[src/hw/rtl/mt19937_uniform_bernoulli_sampler_core_macros.svh]
// assertion macros used by the sampler back end
`ifndef MT19937_UNIFORM_BERNOULLI_SAMPLER_CORE_MACROS_SVH
`define MT19937_UNIFORM_BERNOULLI_SAMPLER_CORE_MACROS_SVH

// implication checked on every clock edge outside reset
`define MT_ASSERT_IMP(label, clk, rst_n, ante, cons) \
  label: assert property (@(posedge clk) disable iff (!rst_n) (ante) |-> (cons)) \
    else $error("assertion failed");

// implication whose consequent is checked in the cycle after the antecedent
`define MT_ASSERT_NEXT(label, clk, rst_n, ante, cons) \
  label: assert property (@(posedge clk) disable iff (!rst_n) (ante) |=> (cons)) \
    else $error("assertion failed");

`endif

[src/hw/rtl/mtubs_pkg.sv]
// shared types and constants for the mt19937 sampler
package mtubs_pkg;

  localparam int unsigned MtN = 624;
  localparam int unsigned MtM = 397;
  localparam int unsigned IdxW = 10;
  localparam logic [31:0] MatrixA = 32'h9908B0DF;
  localparam logic [31:0] InitMult = 32'd1812433253;
  localparam logic [31:0] FpOneBits = 32'h3F800000;

  localparam logic [1:0] ReqUniform = 2'd0;
  localparam logic [1:0] ReqBern24 = 2'd1;
  localparam logic [1:0] ReqBern53 = 2'd2;
  localparam logic [1:0] ReqUnused = 2'd3;

  localparam logic CfgSeed = 1'b0;
  localparam logic CfgReseed = 1'b1;

  // classified item handed from front to back
  typedef struct packed {
    logic [1:0]  req;
    logic [31:0] prob;
    logic        seed;   // reseed before drawing
  } cmd_t;

  // mt tempering
  function automatic logic [31:0] temper(input logic [31:0] x);
    logic [31:0] y;
    y = x ^ (x >> 11);
    y = y ^ ((y << 7) & 32'h9D2C5680);
    y = y ^ ((y << 15) & 32'hEFC60000);
    y = y ^ (y >> 18);
    return y;
  endfunction

endpackage

[src/hw/rtl/mtubs_front.sv]
// front end: accepts items, decides reseeding, feeds a two-entry queue
module mtubs_front
  import mtubs_pkg::*;
(
  input  logic        clk_i,
  input  logic        rst_ni,
  input  logic        reseed_each_call_i,
  input  logic        in_valid,
  output logic        in_ready,
  input  logic [1:0]  req_type_i,
  input  logic [31:0] prob_bits_i,
  input  logic        call_start_i,
  output logic        cmd_valid_o,
  input  logic        cmd_ready_i,
  output cmd_t        cmd_o
);

  cmd_t       mem_q [2];
  logic       wr_q, wr_d, rd_q, rd_d;
  logic [1:0] cnt_q, cnt_d;
  logic       seeded_q;
  logic       push, pop;

  assign in_ready    = (cnt_q != 2'd2);
  assign push        = in_valid && in_ready;
  assign cmd_valid_o = (cnt_q != 2'd0);
  assign pop         = cmd_valid_o && cmd_ready_i;
  assign cmd_o       = mem_q[rd_q];

  assign wr_d  = push ? ~wr_q : wr_q;
  assign rd_d  = pop ? ~rd_q : rd_q;
  assign cnt_d = cnt_q + {1'b0, push} - {1'b0, pop};

  // queue pointers and seeded flag
  always_ff @(posedge clk_i or negedge rst_ni) begin
    if (!rst_ni) begin
      wr_q <= 1'b0;
      rd_q <= 1'b0;
      cnt_q <= 2'd0;
      seeded_q <= 1'b0;
    end else begin
      wr_q <= wr_d;
      rd_q <= rd_d;
      cnt_q <= cnt_d;
      if (push) seeded_q <= 1'b1;
    end
  end

  // queue storage
  always_ff @(posedge clk_i) begin
    if (push) begin
      mem_q[wr_q].req  <= req_type_i;
      mem_q[wr_q].prob <= prob_bits_i;
      mem_q[wr_q].seed <= !seeded_q || (reseed_each_call_i && call_start_i);
    end
  end

endmodule

[config.mk]
export PLATFORM = sky130hd
export DESIGN_NAME = mtubs_front
export DESIGN_NICKNAME = d
export VERILOG_FILES = /design/src/hw/rtl/mt19937_uniform_bernoulli_sampler_core_macros.svh /design/src/hw/rtl/mtubs_pkg.sv /design/src/hw/rtl/mtubs_front.sv
export SDC_FILE = /design/constraint.sdc
export NUM_CORES = 1
export LEC_CHECK = 0
export ABC_AREA = 1
export BUFFER_PORTS_ARGS = -buffer_cell sky130_fd_sc_hd__clkbuf_2
export CORE_MARGIN = 8
export CORE_UTILIZATION = 58
export CTS_BUF_LIST = sky130_fd_sc_hd__clkbuf_4 sky130_fd_sc_hd__clkbuf_8
export CTS_CLUSTER_DIAMETER = 50
export DETAILED_ROUTE_END_ITERATION = 10
export GPL_ROUTABILITY_DRIVEN = 0
export PLACE_DENSITY = 0.87
export SLEW_MARGIN = 20
export SYNTH_ARGS = -nofsm -noshare
export SYNTH_HDL_FRONTEND = slang
export SYNTH_SLANG_ARGS = --single-unit
[constraint.sdc]
create_clock -name clk_i -period 6.1 [get_ports clk_i]
set_input_delay 0.61 -clock clk_i [delete_from_list [all_inputs] [get_ports clk_i]]
set_output_delay 0.61 -clock clk_i [all_outputs]
set_load 0.02 [all_outputs]
==> run metrics, run 1 <==
outcome completed; clk_skew 0.00683 ns; proportion of power drawn by flip-flops and latches 0.418; switch share 0.379; global-route wire length before repair 8480 microns; CTS tree done; Hold WS 0.0808 ns; Combinational Power Share 0.351; max-cap violations 0; crit start category flop; PwrDens 512 mW/mm^2; Crit path largest cell delay 0.71 ns; DRC 0; Power Internal 1.11 mW; crit path cell chain buf_4 -> inv_8 -> nand2_1 -> nand2_1 -> clkbuf_2; Total Power 1.79 mW; deepest clock path buffer count 2; area occupied by multi-input gates 531 sq um; Initial Util 0.605; initial antenna violation count 0; Leakage 1.58 nW; insertion delay to the later sink of the worst-skew pair 0.34 ns; Final HPWL DP 3920 microns; post-CTS setup buffer count 0; Die X 86.4 microns; Psw 679 uW; largest fanout on the critical path 36; Worst VDD drop 0.365 mV; register area 0.00223 sq mm; PortBufs 76; most frequent cells in the layout nand2_1, clkbuf_2, edfxtp_1; Sum Neg Setup Slack 0 ns; Crit. End Element output pin; DR iter-0 viols 98; length in cells of the worst reg-to-reg path 3; Slew Viols, Final 0; critical path class reg -> out; commonest non-fill, non-tap cell in the layout nand2_1; sequential fraction of the synthesis area 0.775; relative slew slack 0.334; Crit path top cell by count nand2_1; clk slew on worst S/H paths 0.07 ns; CTS Buf Count 9; FMAX 399 MHz; Avg Cell Area, Syn 13.1 sq um; RSZ-0062 raised after global routing false; Post-CTS Hold Buffers 0; Least-Margin Pin Slew 0.997 ns; HP Class in -> async; Final #Nets 343; Layout fillers 350; yosys warns 0; Slowest cell on crit path dfrtp_1; Area Growth Syn to Fin 21.8%; final WL 5530 microns; Final setup viols 0; remaining global-route overflow 0; reg2reg end mem_q[1][12]$_DFFE_PP_; vias in the first global route 1877; H-tree depth 3; die area 0.00747 sq mm; Core Area 0.00475 sq mm; final hold vios 0; Clk network pwr share 0.231; register bit total from synthesis 75; cell count after synthesis 219; critical path endpoint cmd_o[16]; Worst R2R Start cnt_q[1]$_DFF_PN0_; timing startpoint of the critical path rd_q$_DFFE_PN0P_; I/O pins 77; remaining antenna violation count after routing 0; die height 86.4 microns; Overall Global Routing Usage 0.152; syn_nets 261; R2R setup slack 4.26 ns; TritonCTS Sinks 75; Rows 25; via count 1807; worst path arrival time 1.90 ns; wire per inst 14.8 microns; Antenna Diode Count 0; layout cells sized above 1 0.346; clock period minus worst slack 2.51 ns; crit share post-route 0.411; DRT Pass-1 Iters 4; root buf cell clkbuf_8; WP data required 5.49 ns; post-synthesis instance area 0.00288 sq mm; largest net degree at the start of global routing 37; Gates resized, CTS repair 0; Via-to-Cell Ratio 4.84; count of cell types in the netlist 12
kinds of logic after synthesis:
logic type,share of synthesized area
adders and majority gates,0.00870
buffers and inverters,0.0435
DFF,0.775
and+or+nand+nor,0.173
routing by layer:
metal / GRT usage / share of wire
met3: 0.0473 / 0.063
met1: 0.157 / 0.39
met4: 0.0970 / 0
met2: 0.261 / 0.55
met5: 0 / 0
state kept, by name, summed over array words and instances (netlist names):
signal / cells
seeded_q: 1
rd_q: 1
mem_q: 70
wr_q: 1
cnt_q: 2
cell type report:
cell class                      instances  share of cell area
Tap cell                               67              0.0239
Sequential cell                        75               0.636
Multi-Input combinational cell        127               0.151
Timing Repair Buffer                   78               0.113
Inverter                               10              0.0129
Clock buffer                           10              0.0375
Clock inverter                          6              0.0254
synth_stat cells (all sizes together):
cell	count	area (sq um)
nor2	1	3.75
inv	10	45.0
nand3	3	15.0
buf	7	80.1
ha	2	25.0
nand2	121	479
dfrtp	5	125
edfxtp	70	2100
critical path, delay by kind of cell (launching register included):
kind	cells	cell delay, ns
AND/OR/NAND/NOR	2	0.16
flip-flops	1	0.71
buffers and inverters	3	0.66
through the flow:
step                      setup slack, ns  instance area [sq um]  utilization  std cells
after global routing                 3.45                   3500        0.737        373
after CTS                            3.55                   3500        0.737        373
after floorplan                      3.46                   2880            -        219
after global placement               4.00                   3280        0.690        357
final                                3.59                   3500        0.737        373
after detailed placement             3.96                   3280        0.690        357
worst min-delay path by stage:
stage / endpoint / slack [ns] / cells past startpoint
global route: cnt_q[1]$_DFF_PN0_ / 0.07 / 1
floorplan: cnt_q[0]$_DFF_PN0_ / 0.31 / 0
global placement: cnt_q[0]$_DFF_PN0_ / 0.44 / 1
detailed placement: cnt_q[0]$_DFF_PN0_ / 0.44 / 1
CTS: cnt_q[1]$_DFF_PN0_ / 0.06 / 1
finish: cnt_q[1]$_DFF_PN0_ / 0.08 / 1
power by group through the flow:
stage / clock network [mW] / logic [mW] / registers [mW]
2_1_floorplan: 0 / 0.475 / 0.740
3_3_place_gp: 0 / 0.616 / 0.757
3_5_place_dp: 0 / 0.643 / 0.761
4_1_cts: 0.421 / 0.644 / 0.751
5_1_grt: 0.440 / 0.691 / 0.761
6_report: 0.413 / 0.629 / 0.749
Power figures use the tool's default switching activity.
==> inputs of run 2 (changes only) <==
--- a/config.mk
+++ b/config.mk
@@ -8,12 +8,12 @@
 export ABC_AREA = 1
 export BUFFER_PORTS_ARGS = -buffer_cell sky130_fd_sc_hd__clkbuf_2
 export CORE_MARGIN = 8
-export CORE_UTILIZATION = 58
+export CORE_UTILIZATION = 54
 export CTS_BUF_LIST = sky130_fd_sc_hd__clkbuf_4 sky130_fd_sc_hd__clkbuf_8
 export CTS_CLUSTER_DIAMETER = 50
 export DETAILED_ROUTE_END_ITERATION = 10
 export GPL_ROUTABILITY_DRIVEN = 0
-export PLACE_DENSITY = 0.87
+export PLACE_DENSITY = 0.82
 export SLEW_MARGIN = 20
 export SYNTH_ARGS = -nofsm -noshare
 export SYNTH_HDL_FRONTEND = slang
==> constraint.sdc (replaced) <==
create_clock -name clk_i -period 2.56 [get_ports clk_i]
set_input_delay 0.256 -clock clk_i [delete_from_list [all_inputs] [get_ports clk_i]]
set_output_delay 0.256 -clock clk_i [all_outputs]
set_load 0.02 [all_outputs]
==> run 2 against run 1 <==
Die area rose by 6.0%. Clock power up 90%. Clock skew barely moved.
==> run metrics, run 2 (synthesis gave the netlist of run 1 again) <==
die height 89.0 microns (+3.0%); Final #Nets 347 (+1.2%); Overall Global Routing Usage 0.141 (-0.0112); largest fanout on the critical path 36 (unchanged); Antenna Diode Count 0 (unchanged); die area 0.00792 sq mm (+6.0%); clock period minus worst slack 1.92 ns; deepest clock path buffer count 2 (unchanged); Total Power 4.09 mW (+130%); outcome completed; max-cap violations 0 (unchanged); final setup margin 0.643 ns (-2.95 ns); dpl ws 0.787 ns (-3.17 ns); Die X 89.0 microns (+3.0%); root buf cell clkbuf_8; global-route wire length before repair 8200 microns (-3.3%); Largest register FFs 70 (unchanged); register area 0.00223 sq mm (unchanged); Via-to-Cell Ratio 4.69 (-3.1%); largest registers mem_q (70), cnt_q (2); final WL 5170 microns (-6.4%); PwrDens 1170 mW/mm^2 (+130%); Core Util, Final 0.680 (-0.0567); post-CTS setup buffer count 0 (unchanged); DRC 0 (unchanged); Slew Viols, Final 0 (unchanged); remaining antenna violation count after routing 0 (unchanged); CTS tree done; Crit. End Element output pin; Area Growth Syn to Fin 21.5%; Worst VDD drop 0.656 mV (+80%); most frequent cells in the layout nand2_1, clkbuf_2, edfxtp_1; H-tree depth 3 (unchanged); worst path arrival time 1.66 ns (-0.24 ns); commonest non-fill, non-tap cell in the layout nand2_1; crit start category flop; area occupied by multi-input gates 531 sq um (unchanged); largest net degree at the start of global routing 37 (unchanged); FMAX 522 MHz; Sum Neg Setup Slack 0 ns (unchanged); DRT Pass-1 Iters 6 (+2); HP Class in -> reg; TritonCTS Sinks 75 (unchanged); PortBufs 76 (unchanged); CTS Buf Count 9 (unchanged); clk_skew 0.00644 ns (-0.000385 ns); Gates resized, CTS repair 0 (unchanged); initial antenna violation count 0 (unchanged); I/O pins 77 (unchanged); vias in the first global route 1869 (-0.43%); Layout fillers 396 (+13%); Initial Util 0.559 (-0.0453); Final HPWL DP 3660 microns (-6.8%); WP data required 2.30 ns (-3.19 ns); Core Area 0.00514 sq mm (+8.1%); Final setup viols 0 (unchanged); via count 1783 (-1.3%); Least-Margin Pin Slew 0.520 ns (-0.477 ns); DR iter-0 viols 157 (+60%); layout cells sized above 1 0.352 (+0.00521); wire per inst 13.6 microns (-8.2%); Rows 26 (+4.0%); Leakage 1.59 nW (+0.64%); remaining global-route overflow 0 (unchanged); clk slew on worst S/H paths 0.07 ns (about the same); critical path class reg -> out; insertion delay to the later sink of the worst-skew pair 0.33 ns (about the same); largest register by flop count mem_q; crit share post-route 0.749; final hold vios 0 (unchanged); relative slew slack 0.652 (+0.319); RSZ-0062 raised after global routing false
==> run 2: changes by cell type in the layout (fill, tap and decap cells not counted), sizes merged <==
cell and delta:
buf +3, inv -1, dlygate4sd3 +1, bufinv -2, clkinv -1, clkinvlp -2
clkbuf +6
==> run 2: final timing paths <==
path	from	to	slack (ns)	depth (start not counted)
worst max-delay path	rd_q$_DFFE_PN0P_	cmd_o[31]	0.64	5
worst min-delay path	prob_bits_i[18]	mem_q[1][19]$_DFFE_PP_	0.12	1
worst max register to register	cnt_q[1]$_DFF_PN0_	mem_q[1][8]$_DFFE_PP_	0.77	4
worst min register to register	seeded_q$_DFFE_PN0N_	seeded_q$_DFFE_PN0N_	0.46	2
max in group asynchronous	rst_ni	wr_q$_DFFE_PN0N_	2.13	2
min in group asynchronous	rst_ni	cnt_q[1]$_DFF_PN0_	0.28	2
==> run 2: layout make-up <==
type / count / area share
sequential: 75 / 0.637
inverter: 10 / 0.0129
timing repair buffer: 82 / 0.122
multi-input combinational: 127 / 0.152
clock buffer: 16 / 0.0505
tap: 70 / 0.0251
==> run 2: per-layer routing <==
metal  global-route usage  part of all wire
met5                    0                 0
met4               0.0725             0.018
met3               0.0478             0.070
met2                0.249              0.53
met1                0.144              0.38
==> run 2: power by group <==
group          internal [mW]  switching, mW  leakage (nW)
Sequential              1.67          0.103         0.708
Clock                  0.430          0.355        0.0969
Combinational          0.444           1.09         0.784
==> run 2: critical path, cell delays in order (launching register included) <==
cell and delay [ns]:
dfrtp_1 0.54, buf_4 0.26, inv_8 0.20, nand2_1 0.09, nand2_1 0.08, clkbuf_2 0.17
==> run 2: what timing repair did <==
| action | in CTS | in global routing |
|---|---|---|
| hold buffers | 1 | 0 |
| endpoints found under the hold margin | 5 | 0 |
| setup endpoints to repair | 0 | 0 |
==> run 2: per-stage QoR <==
step                std cells  cell area, sq um  hold slack (ns)
global placement          363              3310           0.0798
CTS                       380              3490            0.104
detailed placement        363              3310           0.0844
global route              380              3490           0.0996
floorplan                 219              2880          -0.0396
finish                    380              3490            0.116
